--- src/rtl/core/dpaf_pkg.sv ---
// shared types and constants of the decal pool with age fade
// no dependencies; compiled first
`default_nettype none

package dpaf_pkg;

   localparam int POOL_DEPTH = 64;
   localparam int MAX_VERTS  = 10;

   localparam int STAMP_W = 32;
   localparam int COLOR_W = 8;
   localparam int VERTS_W = 4;
   localparam int SHADER_W = 16;

   localparam int LIFE_MS       = 10000;
   localparam int FADE_MS       = 1000;
   localparam int FADE_START_MS = LIFE_MS - FADE_MS;
   localparam int COLOR_MAX     = 255;

   // remaining-time width inside the fade window
   localparam int T_W = $clog2(FADE_MS);
   localparam logic [T_W-1:0] T_OFFSET = T_W'(LIFE_MS % (2 ** T_W));

   // exact floor(p / FADE_MS) for p below 2^PROD_W
   localparam int PROD_W    = COLOR_W + T_W;
   localparam int DIV_SHIFT = PROD_W + T_W;
   localparam int DIV_RECIP = ((2 ** DIV_SHIFT) + FADE_MS - 1) / FADE_MS;
   localparam int RECIP_W   = $clog2(DIV_RECIP + 1);

   localparam logic CMD_ALLOC  = 1'b0;
   localparam logic CMD_RENDER = 1'b1;

   typedef struct packed {
      logic [STAMP_W-1:0]  stamp;
      logic [SHADER_W-1:0] shader;
      logic [COLOR_W-1:0]  red;
      logic [COLOR_W-1:0]  green;
      logic [COLOR_W-1:0]  blue;
      logic [COLOR_W-1:0]  alpha;
      logic                fade_alpha_only;
      logic [VERTS_W-1:0]  verts;
   } entry_type;

   typedef struct packed {
      logic [SHADER_W-1:0] shader;
      logic [VERTS_W-1:0]  verts;
      logic [COLOR_W-1:0]  red;
      logic [COLOR_W-1:0]  green;
      logic [COLOR_W-1:0]  blue;
      logic [COLOR_W-1:0]  alpha;
      logic                last;
   } result_type;

   typedef enum logic [1:0] {
      CELL_HOLD,
      CELL_FROM_PREV,
      CELL_FROM_NEXT,
      CELL_FROM_HEAD
   } cell_op_type;

   typedef struct packed {
      logic advance;
      logic valid;
      logic last;
   } fade_ctl_type;

endpackage

`default_nettype wire

--- src/rtl/core/dpaf_cell.sv ---
// one pool cell: holds a decal entry, loads from a neighbor or the head
// depends on dpaf_pkg
`default_nettype none

module dpaf_cell (
   input  logic                          clock,
   input  dpaf_pkg::cell_op_type         op,
   input  dpaf_pkg::entry_type           prev_entry,
   input  dpaf_pkg::entry_type           next_entry,
   input  dpaf_pkg::entry_type           head_entry,
   input  logic [dpaf_pkg::STAMP_W-1:0]  now_ms,
   input  logic [dpaf_pkg::STAMP_W-1:0]  ref_stamp,
   output dpaf_pkg::entry_type           entry,
   output logic                          alive,
   output logic                          match
);
   import dpaf_pkg::*;

   entry_type          entry_ff;
   logic [STAMP_W:0]   deadline;

   always_ff @(posedge clock) begin
      unique case (op)
         CELL_HOLD:      entry_ff <= entry_ff;
         CELL_FROM_PREV: entry_ff <= prev_entry;
         CELL_FROM_NEXT: entry_ff <= next_entry;
         CELL_FROM_HEAD: entry_ff <= head_entry;
      endcase
   end

   // deadline without wrap, alive while now has not passed it
   assign deadline = {1'b0, entry_ff.stamp} + (STAMP_W + 1)'(LIFE_MS);
   assign alive    = {1'b0, now_ms} <= deadline;
   assign match    = entry_ff.stamp == ref_stamp;
   assign entry    = entry_ff;

endmodule

`default_nettype wire

--- config.mk ---
export PLATFORM = sky130hd
export DESIGN_NAME = dpaf_cell
export DESIGN_NICKNAME = d
export VERILOG_FILES = /design/src/rtl/core/dpaf_pkg.sv /design/src/rtl/core/dpaf_cell.sv
export SDC_FILE = /design/constraint.sdc
export NUM_CORES = 1
export LEC_CHECK = 0
export ABC_AREA = 1
export BUFFER_PORTS_ARGS = -buffer_cell sky130_fd_sc_hd__buf_2
export CORE_AREA = 3 3 156 158
export CTS_CLUSTER_DIAMETER = 100
export CTS_CLUSTER_SIZE = 20
export DETAILED_ROUTE_END_ITERATION = 7
export DIE_AREA = 0 0 159 161
export PLACE_DENSITY = 0.62
export SYNTH_ARGS = -nofsm -noshare
export SYNTH_HDL_FRONTEND = slang
export SYNTH_SLANG_ARGS = --single-unit
export TNS_END_PERCENT = 100
--- constraint.sdc ---
create_clock -name clock -period 3.37 [get_ports clock]
set_input_delay 0.674 -clock clock [delete_from_list [all_inputs] [get_ports clock]]
set_output_delay 0.674 -clock clock [all_outputs]
set_load 0.03 [all_outputs]
* Word level (Yosys, flattened, before mapping)
Index checks and enable logic that the tools add are counted.
W data, S select, Z words.
** Word-level totals
- Bits in read-only memories :: 0
- Memory bits (writable) :: 0
- Logic and storage cells :: 16
- Latch bits :: 0
- Memories kept :: 0
- Register bits :: 85
- Output and inout port bits :: 87
** Operators by class
- Div/mod/pow operators :: 0
- $mul :: 0
- Shift-type cells :: 0
- Reductions and logical operators :: 1
- Add/sub/neg operators :: 1
- Equality and inequality tests :: 4
- Muxes and demuxes :: 1
- Bitwise logic cells :: 0
- Order comparisons :: 1
** Operators by type and width (number)
- $pmux W85 S3 :: 1
- $add A32 B14 Y33 const B :: 1
- $le A32 B33 Y1 :: 1
- $eq A32 B32 Y1 :: 1
- $eq A2 B2 Y1 const B :: 2
- $eq A2 B1 Y1 const B :: 1
- $logic_not A2 Y1 :: 1

* Depth between registers and ports, before layout
- Depth after elaboration :: 2
- Depth in mapped cells :: 19
- Gate-level depth less buffers :: 19

* Worst setup path after synthesis
OpenSTA, ideal clock, no wires.
- Path kind :: reg-to-output
- From :: register entry_ff, in the netlist entry[57]
- To :: output alive
- Required time :: 2.696 ns
- Cell stages (with the launch flop) :: 18
- Buffers on the path :: 0
- Arrival time :: 2.593 ns
- Slack :: 0.103 ns
- Cell sequence :: edfxtp_1 > ha_1 > nand3_2 > nand3_2 > a21oi_2 > nor3_4 > nand3_2 > xor2_1 > ha_1 > a21oi_1 > o21ai_0 > nand2_1 > nand2_1 > nand2_1 > nand2_1 > nand2_1 > nand3_1 > nand2_1
** On the way
- Longest elaborated chain between the ends :: 2
** Ends and longest elaborated chain
- start: declaration :: line dpaf_cell.sv:19 : entry_type entry_ff;
- start signal: assignment :: line dpaf_cell.sv:24 : CELL_HOLD: entry_ff <= entry_ff;
- start signal: assignment :: line dpaf_cell.sv:25 : CELL_FROM_PREV: entry_ff <= prev_entry;
- start signal: assignment :: line dpaf_cell.sv:26 : CELL_FROM_NEXT: entry_ff <= next_entry;
- $add A32 B14 Y33 :: line dpaf_cell.sv:32 : assign deadline = {1'b0, entry_ff.stamp} + (STAMP_W + 1)'(LIFE_MS);
- $le A32 B33 Y1 :: line dpaf_cell.sv:33 : assign alive = {1'b0, now_ms} <= deadline;
- end: declaration :: line dpaf_cell.sv:14 : output logic alive,
No other way between the ends.

* Worst setup path in the final report
Same ends and word-level chain as after synthesis.

==> run_results.csv <==
group,metric,value,unit
power_and_ir_drop,power,3.66,mW
detailed_routing,drt-vias-per-instance,4.75,
timing,tightest_slew,0.933,ns
flow_run,maxCapViolCount,0,
detailed_routing,vias,7165,
global_routing,grtUsageTotal,0.199,
cts,cts_inserted_buffers,9,
detailed_routing,route.detailed.drc,0,
layout,nets,1538,
layout,syn2layout_area_growth,47.5,%
placed_design,port_buffers,408,
logic_synthesis,synth_cell_type_count,32,
logic_synthesis,syn-cell-area,6160,sq um
timing,final-max-slew-violation-count,0,
cts,clockBufferDepth,2,
cts,root_buffer,"clkbuf_16",
global_routing,grt_pass1_vias,6981,
cts,tritoncts,"done",
layout,largest_register_ff_count,85,
global_routing,grt_first_pass_wirelength,39600,um
timing,rsz0062_at_grt,"true",
timing,max_freq,0.285,GHz
placed_design,place_inst,1475,
logic_synthesis,syn_area_per_cell,7.98,sq um
critical_path,critPathLaunchType,"flip-flop",
logic_synthesis,ys_ff_latch,85,
critical_path,end_kind,"output pin",
run_status,violations,"negative setup slack",
layout,multiInputGateArea,3410,sq um
layout,fin_cells,1508,
floorplan,core.rowCount,56,
critical_path,crit_start,"entry[57]",
critical_path,cp.required,2.70,ns
layout,seq_area,2550,sq um
floorplan,start_util,0.265,
timing,slew_headroom,0.378,
global_routing,antenna_found_initial,5,
layout,drive_above_1_share,0.426,
cts,cts-htree-levels,3,
global_routing,grt_max_degree,86,
layout,design_area,9090,sq um
detailed_routing,ant_nets,0,
cts,clkSlewWorstSetupHoldPaths,0.07,ns
logic_synthesis,ys_seq_area_frac,0.414,
detailed_routing,dr.pass1.iters,5,
placed_design,post_dp_cell_area,8570,sq um
placed_design,dp_hpwl,21300,um
floorplan,ios,409,
timing,timing.final.crit_share,1.04,
cts,numClockSinks,85,
logic_synthesis,synth_nets,1127,
global_routing,overflow,0,
critical_path,worst-setup-path-type,"reg2out",
run_status,outcome,"complete, but fails checks",
layout,fill_cells,2451,
placed_design,place.gp.congestion,0.929,
floorplan,dieHeight,161,um
timing,hold_violations,0,
layout,final_util,0.391,
worst_hold_path,min-delay-start,"next_entry[25]",
detailed_routing,wirelength,26600,um
floorplan,dieArea,25600,sq um
detailed_routing,drtIter0Drc,428,
power_and_ir_drop,powerDensity,403,nW/um^2
placed_design,place_ws,0.112,ns
timing,setup_viol,1,
logic_synthesis,synth_warnings,0,
floorplan,coreArea,23300,sq um
critical_path,cp_data_arrival_time,2.84,ns
detailed_routing,wl_per_cell,17.6,um
logic_synthesis,synth_cells,772,
timing,post-route-min-period,3.51,ns
power_and_ir_drop,peakVddDrop,214,uV
timing,layout_setup_ws,-0.143,ns
critical_path,crit_fanout,4,
floorplan,die_x,159,um
worst_hold_path,hold_path_class,"in2reg",
power_and_ir_drop,p_leak,4.45,nW
cts,ctsHoldBuffers,0,
==> power breakdown <==
group	switching, mW	total, mW	internal [mW]
registers	0.105	1.42	1.32
clock network	0.436	0.930	0.494
logic	0.811	1.31	0.499
total	1.35	3.66	2.31
==> layer usage <==
metal  up-vias  wire length (um)  global-route usage  part of all wire
li1       3457                 -                   -                 -
met1      3336             10600               0.239              0.40
met2       323             13400               0.351              0.50
met3        41              2120              0.0585             0.080
met4         8               446              0.0470             0.017
met5         -                68                   0            0.0026
==> placed cells by master (no fill, tap or decap), types with 3 or more instances in the layout <==
| cell | Yosys | layout |
|---|---|---|
| nor2_2 | 8 | 10 |
| xnor2_1 | 24 | 22 |
| nor3_1 | 5 | 5 |
| nor2_1 | 29 | 25 |
| nand3_1 | 187 | 184 |
| nor4_1 | 5 | 5 |
| nand3_2 | 6 | 7 |
| nand2_4 | 2 | 4 |
| a21oi_1 | 14 | 11 |
| nand4_1 | 8 | 8 |
| nand2_1 | 233 | 231 |
| xor2_1 | 25 | 25 |
| o21ai_0 | 6 | 4 |
| ha_1 | 33 | 31 |
| or2_2 | 5 | 4 |
| nand2_2 | 8 | 8 |
| clkbuf_16 | 0 | 9 |
| inv_2 | 2 | 4 |
| buf_4 | 1 | 31 |
| buf_2 | 17 | 406 |
| edfxtp_1 | 85 | 85 |
| clkinv_1 | 0 | 3 |
| clkinvlp_4 | 0 | 3 |
| inv_1 | 36 | 34 |
| a21oi_2 | 1 | 3 |
==> kinds of logic after synthesis <==
family | after synthesis | share of synthesized area
simple gates | 502 | 0.374
fa+ha+maj | 33 | 0.0670
compound gates | 25 | 0.0228
xor+xnor | 49 | 0.0697
buf+inv | 78 | 0.0516
flops | 85 | 0.414
==> cell usage after synthesis <==
library cell	count	share of area
nand2_1	233	0.14
nand3_1	187	0.15
edfxtp_1	85	0.41
inv_1	36	0.022
ha_1	33	0.067
nor2_1	29	0.018
xor2_1	25	0.036
xnor2_1	24	0.034
buf_2	17	0.014
clkbuf_1	16	0.0098
a21oi_1	14	0.011
nand2_2	8	0.0081
nand4_1	8	0.0081
nor2_2	8	0.0081
buf_1	6	0.0037
nand3_2	6	0.0098
o21ai_0	6	0.0049
nor3_1	5	0.0041
nor4_1	5	0.0051
or2_2	5	0.0051
inv_2	2	0.0012
nand2_4	2	0.0037
nand3b_1	2	0.0024
o2111ai_1	2	0.0028
a21o_1	1	0.0012
a21oi_2	1	0.0014
a31oi_1	1	0.0010
and3_1	1	0.0010
buf_4	1	0.0012
nor3_2	1	0.0016
nor3_4	1	0.0026
nor3b_4	1	0.0030
==> cell type report <==
cell class,count,area share
diodes,1,0.000275
clock buffers,9,0.0248
clock inverters,7,0.00468
multi-input cells,609,0.376
repair buffers,440,0.254
inverters,38,0.0157
well taps,319,0.0439
flip-flops and latches,85,0.281
==> per-stage QoR <==
step / hold slack, ns / setup TNS (ns)
detailed placement: 0.954 / 0
floorplan: 0.864 / 0
finish: 0.606 / -0.143
global route: 0.591 / -0.348
CTS: 0.588 / -0.180
global placement: 0.950 / 0
==> repair_timing <==
| item | in CTS | in global routing |
|---|---|---|
| gates resized for setup | 12 | 17 |
| setup buffers | 6 | 10 |
| endpoints found under the setup margin | 1 | 1 |
| pin swaps | 9 | 16 |
==> worst max-delay path, cell delays in order, from the launching register on <==
cell      delay, ns
edfxtp_1       0.44
buf_6          0.14
nand3_2        0.09
nor2_2         0.14
nor2_2         0.05
nand2_2        0.13
nand3_2        0.11
nand2_4        0.11
nand3_2        0.07
xor2_1         0.15
ha_1           0.28
nand2_1        0.05
inv_1          0.08
nand2_1        0.07
nor2_2         0.11
nand2_1        0.06
nor2_1         0.09
nand2_1        0.06
nand3_1        0.07
nand2_1        0.07
buf_6          0.14
==> path summary, 6_finish.rpt <==
kind         to  cells past startpoint
max       alive                     20
min   entry[25]                      3
Power figures use the tool's default switching activity.
