<file path="config.mk">
export PLATFORM = sky130hd
export DESIGN_NAME = dpaf_fade
export DESIGN_NICKNAME = d
export VERILOG_FILES = /design/src/rtl/core/dpaf_pkg.sv /design/src/rtl/core/dpaf_fade.sv
export SDC_FILE = /design/constraint.sdc
export NUM_CORES = 2
export LEC_CHECK = 0
export ABC_AREA = 0
export CAP_MARGIN = 20
export CORE_MARGIN = 1
export CORE_UTILIZATION = 55
export DETAILED_ROUTE_END_ITERATION = 10
export DONT_BUFFER_PORTS = 1
export PLACE_DENSITY = 0.74
export SYNTH_ARGS = -nofsm -noshare
export SYNTH_HDL_FRONTEND = slang
export SYNTH_SLANG_ARGS = --single-unit
</file>
<file path="constraint.sdc">
create_clock -name clock -period 7.98 [get_ports clock]
set_input_delay 0.399 -clock clock [delete_from_list [all_inputs] [get_ports clock]]
set_output_delay 0.399 -clock clock [all_outputs]
set_load 0.03 [all_outputs]
</file>
<file path="src/rtl/core/dpaf_pkg.sv">
// shared types and constants of the decal pool with age fade
// no dependencies; compiled first
`default_nettype none

package dpaf_pkg;

   localparam int POOL_DEPTH = 64;
   localparam int MAX_VERTS  = 10;

   localparam int STAMP_W = 32;
   localparam int COLOR_W = 8;
   localparam int VERTS_W = 4;
   localparam int SHADER_W = 16;

   localparam int LIFE_MS       = 10000;
   localparam int FADE_MS       = 1000;
   localparam int FADE_START_MS = LIFE_MS - FADE_MS;
   localparam int COLOR_MAX     = 255;

   // remaining-time width inside the fade window
   localparam int T_W = $clog2(FADE_MS);
   localparam logic [T_W-1:0] T_OFFSET = T_W'(LIFE_MS % (2 ** T_W));

   // exact floor(p / FADE_MS) for p below 2^PROD_W
   localparam int PROD_W    = COLOR_W + T_W;
   localparam int DIV_SHIFT = PROD_W + T_W;
   localparam int DIV_RECIP = ((2 ** DIV_SHIFT) + FADE_MS - 1) / FADE_MS;
   localparam int RECIP_W   = $clog2(DIV_RECIP + 1);

   localparam logic CMD_ALLOC  = 1'b0;
   localparam logic CMD_RENDER = 1'b1;

   typedef struct packed {
      logic [STAMP_W-1:0]  stamp;
      logic [SHADER_W-1:0] shader;
      logic [COLOR_W-1:0]  red;
      logic [COLOR_W-1:0]  green;
      logic [COLOR_W-1:0]  blue;
      logic [COLOR_W-1:0]  alpha;
      logic                fade_alpha_only;
      logic [VERTS_W-1:0]  verts;
   } entry_type;

   typedef struct packed {
      logic [SHADER_W-1:0] shader;
      logic [VERTS_W-1:0]  verts;
      logic [COLOR_W-1:0]  red;
      logic [COLOR_W-1:0]  green;
      logic [COLOR_W-1:0]  blue;
      logic [COLOR_W-1:0]  alpha;
      logic                last;
   } result_type;

   typedef enum logic [1:0] {
      CELL_HOLD,
      CELL_FROM_PREV,
      CELL_FROM_NEXT,
      CELL_FROM_HEAD
   } cell_op_type;

   typedef struct packed {
      logic advance;
      logic valid;
      logic last;
   } fade_ctl_type;

endpackage

`default_nettype wire

</file>
<file path="src/rtl/core/dpaf_fade.sv">
// three-stage fade pipeline: window detect, byte*t product, divide by fade length
// depends on dpaf_pkg
`default_nettype none

module dpaf_fade (
   input  logic                          clock,
   input  logic                          reset,
   input  dpaf_pkg::fade_ctl_type        ctl,
   input  dpaf_pkg::entry_type           head,
   input  logic [dpaf_pkg::STAMP_W-1:0]  now_ms,
   output logic                          busy,
   output logic                          out_valid,
   output dpaf_pkg::result_type          result
);
   import dpaf_pkg::*;

   localparam int MUL_W = PROD_W + RECIP_W;
   localparam int NCH   = 4;
   localparam int CH_A  = 3;

   // window detect
   logic               fade_in;
   logic [T_W-1:0]     t_in;

   // stage 1
   logic               s1_valid_ff;
   entry_type          s1_entry_ff;
   logic               s1_last_ff;
   logic               s1_fade_rgb_ff;
   logic               s1_fade_a_ff;
   logic [T_W-1:0]     s1_t_ff;
   logic [COLOR_W-1:0] s1_ch [NCH];
   logic [COLOR_W-1:0] s1_mult [NCH];
   logic [NCH-1:0]     s2_scale_in;
   logic [PROD_W-1:0]  s2_prod_in [NCH];

   // stage 2
   logic                s2_valid_ff;
   logic [SHADER_W-1:0] s2_shader_ff;
   logic [VERTS_W-1:0]  s2_verts_ff;
   logic                s2_last_ff;
   logic [NCH-1:0]      s2_scale_ff;
   logic [PROD_W-1:0]   s2_prod_ff [NCH];
   logic [MUL_W-1:0]    s3_full [NCH];
   logic [COLOR_W-1:0]  s3_ch_in [NCH];

   // stage 3, the response register
   logic                out_valid_ff;
   result_type          result_ff;

   assign fade_in = ({1'b0, head.stamp} + (STAMP_W + 1)'(FADE_START_MS)) < {1'b0, now_ms};
   assign t_in    = head.stamp[T_W-1:0] - now_ms[T_W-1:0] + T_OFFSET;

   assign s1_ch[0] = s1_entry_ff.red;
   assign s1_ch[1] = s1_entry_ff.green;
   assign s1_ch[2] = s1_entry_ff.blue;
   assign s1_ch[3] = s1_entry_ff.alpha;

   always_comb begin
      for (int c = 0; c < NCH; c++) begin
         if (c == CH_A) begin
            s2_scale_in[c] = s1_fade_a_ff;
            s1_mult[c]     = s1_fade_a_ff ? COLOR_W'(COLOR_MAX) : s1_ch[c];
         end else begin
            s2_scale_in[c] = s1_fade_rgb_ff;
            s1_mult[c]     = s1_ch[c];
         end
         s2_prod_in[c] = s2_scale_in[c] ? PROD_W'(s1_mult[c]) * PROD_W'(s1_t_ff)
                                        : PROD_W'(s1_mult[c]);
      end
   end

   always_comb begin
      for (int c = 0; c < NCH; c++) begin
         s3_full[c]  = MUL_W'(s2_prod_ff[c]) * MUL_W'(DIV_RECIP);
         s3_ch_in[c] = s2_scale_ff[c] ? s3_full[c][DIV_SHIFT +: COLOR_W]
                                      : s2_prod_ff[c][COLOR_W-1:0];
      end
   end

   always_ff @(posedge clock) begin
      if (reset) begin
         s1_valid_ff  <= 1'b0;
         s2_valid_ff  <= 1'b0;
         out_valid_ff <= 1'b0;
      end else if (ctl.advance) begin
         s1_valid_ff  <= ctl.valid;
         s2_valid_ff  <= s1_valid_ff;
         out_valid_ff <= s2_valid_ff;
      end
   end

   always_ff @(posedge clock) begin
      if (ctl.advance) begin
         s1_entry_ff    <= head;
         s1_last_ff     <= ctl.last;
         s1_fade_rgb_ff <= fade_in && !head.fade_alpha_only;
         s1_fade_a_ff   <= fade_in && head.fade_alpha_only;
         s1_t_ff        <= t_in;

         s2_shader_ff <= s1_entry_ff.shader;
         s2_verts_ff  <= s1_entry_ff.verts;
         s2_last_ff   <= s1_last_ff;
         s2_scale_ff  <= s2_scale_in;
         for (int c = 0; c < NCH; c++) begin
            s2_prod_ff[c] <= s2_prod_in[c];
         end

         result_ff.shader <= s2_shader_ff;
         result_ff.verts  <= s2_verts_ff;
         result_ff.red    <= s3_ch_in[0];
         result_ff.green  <= s3_ch_in[1];
         result_ff.blue   <= s3_ch_in[2];
         result_ff.alpha  <= s3_ch_in[3];
         result_ff.last   <= s2_last_ff;
      end
   end

   assign busy      = s1_valid_ff || s2_valid_ff;
   assign out_valid = out_valid_ff;
   assign result    = result_ff;

endmodule

`default_nettype wire

</file>
## Word level (Yosys, flattened, before mapping)

Memories as Yosys holds them, arrays and structs flattened.
Cells that the tools add are included.

| word-level totals | value |
|---|---|
| register bits after elaboration | 146 |
| bits in latches | 0 |
| bits in writable memories | 72 |
| ROM bits | 0 |
| input bits | 122 |
| logic and storage cells | 52 |
| memories | 1 |

Memories:

| memory | words | bits a word | rd ports | clocked after Yosys merged registers in | write ports | line | source |
|---|---|---|---|---|---|---|---|
| s2_prod_ff | 4 | 18 | 4 | 0 | 4 | dpaf_fade.sv:43 | `logic [PROD_W-1:0] s2_prod_ff [NCH];` |

| operators by class | value |
|---|---|
| $add $sub $neg | 3 |
| multiply operators | 8 |
| divide/modulo/power cells | 0 |
| order comparisons | 1 |
| equal/unequal tests | 0 |
| shift operators | 0 |
| muxes and demuxes | 11 |
| bitwise gates (word level) | 0 |
| reductions and logical operators | 4 |

Operator list:

| kind | number |
|---|---|
| multiplier 18 x 17 -> 34 bit, second input constant | 4 |
| multiplier 8 x 10 -> 18 bit | 4 |
| 2-to-1 mux 18 bit | 4 |
| 2-to-1 mux 8 bit | 5 |
| adder 32 x 14 -> 33 bit, second input constant | 1 |
| less-than comparator 33 x 32 -> 1 bit | 1 |
| adder 10 bit, second input constant | 1 |
| subtractor 10 bit | 1 |
| logical AND 1 bit | 2 |
| 2-to-1 mux 1 bit | 2 |
| logical NOT 1 bit | 1 |
| logical OR 1 bit | 1 |

## Logic depth before layout (Yosys ltp)

| depth | value |
|---|---|
| word-level depth | 3 |
| mapped depth | 21 |

## Least setup slack after synthesis

OpenSTA, ideal clock, no wires.

| timing path | value |
|---|---|
| path type | register to register |
| start point | memory s2_prod_ff[1][6] in the netlist's numbering |
| end point | register result_ff, in the netlist result[24], data pin |
| library setup time | 270 ps |
| arrival time | 4,954 ps |
| slack | 2,756 ps |
| cell stages (with the launch flop) | 20 |
| buffers on the path | 0 |
| period minus slack after synthesis | 5,224 ps |
| cells stage by stage | edfxtp_1 ha_1 ha_1 fa_1 inv_1 fa_1 inv_1 fa_1 inv_1 fa_1 inv_1 ha_1 a21oi_1 o21ai_0 a41oi_1 a31oi_1 or3_1 a221oi_1 xor2_1 a21oi_1 |

RTL lines:

| what | line | source |
|---|---|---|
| start, declared | dpaf_fade.sv:43 |  |
| end, declared | dpaf_fade.sv:49 | `result_type result_ff;` |

==> run summary <==
The first routing iteration left 1,161 violations. Number of levels the H-tree was split into: 1. The number of antenna violations at the first check in global routing is 4. Max-capacitance violation count: 0.

Largest incremental delay on the critical path: 0.55 ns. The tools report the final clock skew as 0.02245 ns. The run gives 0 as the post-cts sizing count. The critical path endpoint category was a flop.

TritonCTS built the clock tree. From bottom edge to top edge, the die measures 249.2 µm. Sorting the synthesized cells by area gives the leading types as sky130_fd_sc_hd__ha_1 (29%), sky130_fd_sc_hd__fa_1 (23%), sky130_fd_sc_hd__edfxtp_1 (19%), sky130_fd_sc_hd__inv_1 (8.3%), sky130_fd_sc_hd__and2_1 (2.3%). The slowest library cell on the worst path is sky130_fd_sc_hd__edfxtp_1. The wire length per cell works out to 17.08 µm.

Among all cell types in the netlist, the one instantiated most often is sky130_fd_sc_hd__ha_1. For this run, the total global-route usage over all layers was measured as 23.79%. The total DRC errors in the routed layout was 0; the per-instance average area after synthesis was 10.15 µm². At the worst endpoint, the arrival time is 6.11 ns.

The tools report the placeable core region as 0.06036 mm². At the pin with the least slew margin, the transition time is 0.7735 ns. The clock slew at the register clock pins of the worst setup and hold paths works out to 0.06 ns. The biggest area contributor in the post-synthesis netlist is sky130_fd_sc_hd__ha_1. The detailed-routed wire length on met2 came out at 33.31 mm.

After synthesis the netlist holds a flip-flop and latch count of 216. The number of buffer and inverter instances along the worst setup path is 4, and the post-synthesis cell count is 3,311. Routed signal wires occupy layers up through met5.

The via count of the first global-routing pass is 24,164, and the shortest period the worst path allows is 5.794 ns. Input and output buffers added on the ports amount to 0. Yosys printed 0 warnings. Compared with the post-synthesis result, the final layout area differs by 7.226%.

Summed over all nets, wire length on met3 after detailed routing comes to 3.154 mm. In the final routing, the length of wire on met1 measures 32.84 mm. The final layout contains 4,619 nets.

The final hold violation count was 0; the post-synthesis sequential area ratio was 19.21%. By count the netlist is led by sky130_fd_sc_hd__ha_1 (775), sky130_fd_sc_hd__inv_1 (745), sky130_fd_sc_hd__fa_1 (378). For this run, the detailed router's first-pass iteration total came to 5. The tree is rooted in a sky130_fd_sc_hd__clkbuf_16.

The final route contains 22,447 vias. The run gives 216 as the number of sinks on the clock net. The worst setup path is of the reg2reg kind. Maximum clock frequency: 172.6 MHz.

The die is 249.2 µm wide. The signal on the critical path passes through ha_1, ha_1, fa_1, inv_1, fa_1, inv_1, fa_1, inv_1, fa_1, inv_1, ha_1, a21oi_1, o21ai_0, a41oi_1, a31oi_1, nor3_1, o21ai_0, a2111oi_0, nor2_1. Setup repair after global routing left no endpoint under its margin. The number of setup buffers added after CTS is 0. The total overflow left after global routing is 0. In this run the deepest clock path goes through 3 buffers. I/O pin count: 177. STA classifies the critical path startpoint as a flop. The tools report the max-slew violation count as 0.

The initialized floorplan defines 90 standard-cell rows. The wire length reported by the detailed router is 70.82 mm. Entering global routing, the biggest net connects 74 pins.

Counting flops with a built-in enable in the synthesized netlist gives 213. The tools report the number of buffers added by the clock tree synthesis step as 27. Detailed placement finished with a half-perimeter wire length of 55.11 mm.

The detail route stage leaves a number of antenna-violating nets equal to 0. The area share of the largest cell type after synthesis was 28.85%; the setup TNS was 0 ns. After layout, the worst setup slack is 2.186 ns. The leading register cell type out of synthesis is sky130_fd_sc_hd__edfxtp_1.

In this run the tightest slew margin relative to its limit is 47.10%. The layout cell share with drive strength beyond 1 came out at 3.508%. The logs give 4,586 for the number of nets in the synthesized netlist and 0.06210 mm² for the full die area. In this run the worst hold path is classified as in2reg.

For the worst-case setup slack after placement, the log shows 2.254 ns. Counting flops with an async set or reset pin after synthesis yields a share of 0%. Clock latency on the worst-skew pair, taken at its later pin, is 0.58 ns.

The run finished with clean final reports. The routability congestion estimate was 0.8658; the effective utilization at floorplan was 55.68%. Along the worst path, the maximum fanout reaches 7.

At the worst endpoint, the required time is 8.30 ns. The first global-routing pass estimated 119.8 mm of wire. Portion of the clock cycle consumed by the worst path in the final layout: 72.60%.

The total standard cell area after synthesis came out at 0.03361 mm². The number of setup violations in the final report was 0; the number of library cell types mapped by synthesis was 66. Broken down by cell family, the worst path's largest delay share belongs to adder cells.

After detailed routing, the number of vias per cell comes to 5.413.
==> final cells by class <==
type,instances,area [µm²]
fill,5021,24320
multi-input combinational,2279,24090
sequential,216,6456
inverter,745,2796
tap,782,978.4
timing repair buffer,75,785.8
clock buffer,29,693.2
clock inverter,20,235.2
antenna,1,2.502
==> per-stage QoR <==
step / hold WS, ns / instance area (µm²) / util [%] / std cells
2_1_floorplan: 0.4003 / 33610 / - / 3311
3_3_place_gp: 0.4016 / 34420 / 57.03 / 4036
3_5_place_dp: 0.4045 / 34420 / 57.03 / 4036
4_1_cts: 0.03533 / 36030 / 59.70 / 4146
5_1_grt: 0.05585 / 36030 / 59.70 / 4146
6_report: 0.07425 / 36040 / 59.70 / 4147
==> state kept, by name (all words and copies together) (netlist names) <==
register / count
result: 53
s2_scale_ff: 2
s1_valid_ff: 1
s2_shader_ff: 16
s1_t_ff: 10
s1_entry_ff: 20
s2_prod_ff: 72
s1_fade_rgb_ff: 1
s1_last_ff: 1
s1_fade_a_ff: 1
s2_last_ff: 1
s1_ch: 32
s2_valid_ff: 1
out_valid: 1
s2_verts_ff: 4
==> placed cells by master (no fill, tap or decap), types with 18 or more instances in the layout <==
cell type,count
sky130_fd_sc_hd__a21o_1,54
sky130_fd_sc_hd__a21oi_1,99
sky130_fd_sc_hd__a31oi_1,20
sky130_fd_sc_hd__and2_1,126
sky130_fd_sc_hd__and3_1,29
sky130_fd_sc_hd__clkbuf_16,27
sky130_fd_sc_hd__dlygate4sd3_1,57
sky130_fd_sc_hd__edfxtp_1,213
sky130_fd_sc_hd__fa_1,378
sky130_fd_sc_hd__ha_1,775
sky130_fd_sc_hd__inv_1,745
sky130_fd_sc_hd__mux2_2,38
sky130_fd_sc_hd__nand2_1,177
sky130_fd_sc_hd__nand3_1,38
sky130_fd_sc_hd__nand4_1,18
sky130_fd_sc_hd__nor2_1,106
sky130_fd_sc_hd__nor2b_1,76
sky130_fd_sc_hd__nor3_1,28
sky130_fd_sc_hd__o21ai_0,82
sky130_fd_sc_hd__xnor2_1,68
sky130_fd_sc_hd__xor2_1,37
==> final timing paths <==
check	start	to	slack, ns	depth (start not counted)
worst max-delay path	s2_prod_ff[1][6]$_DFFE_PP_	result[23]$_DFFE_PP_	2.19	19
worst min-delay path	head[4]	s1_fade_a_ff$_DFFE_PP_	0.07	2
worst min register to register	s1_entry_ff[38]$_DFFE_PP_	s2_shader_ff[1]$_DFFE_PP_	0.42	0
worst max register to register	s2_prod_ff[1][6]$_DFFE_PP_	result[23]$_DFFE_PP_	2.19	19
==> routing by layer <==
layer	up-vias	GRT usage [%]
met4	6	5.608
met3	113	2.665
met1	10988	32.36
met5	-	0
li1	10909	-
met2	431	40.63
==> timing repair <==
action,4_1_cts,5_1_grt
setup endpoints to repair,0,0
hold endpoints to repair,130,0
hold buffers,61,0
==> cells by family (layout without fill, tap and decap cells) <==
logic type      count (synthesis)  after routing  share of synthesized area [%]
flops                         216            216                          19.21
xor+xnor                      105            105                          2.736
fa+ha+maj                    1153           1153                          51.37
other cells                     0              1                              0
mux                            44             44                          1.467
buf+inv                       816            869                          9.114
simple gates                  631            631                          9.479
compound gates                346            346                          6.623
Power is not shown: default switching activity piles up to over one toggle a cycle in this logic, so the estimate is an artifact.
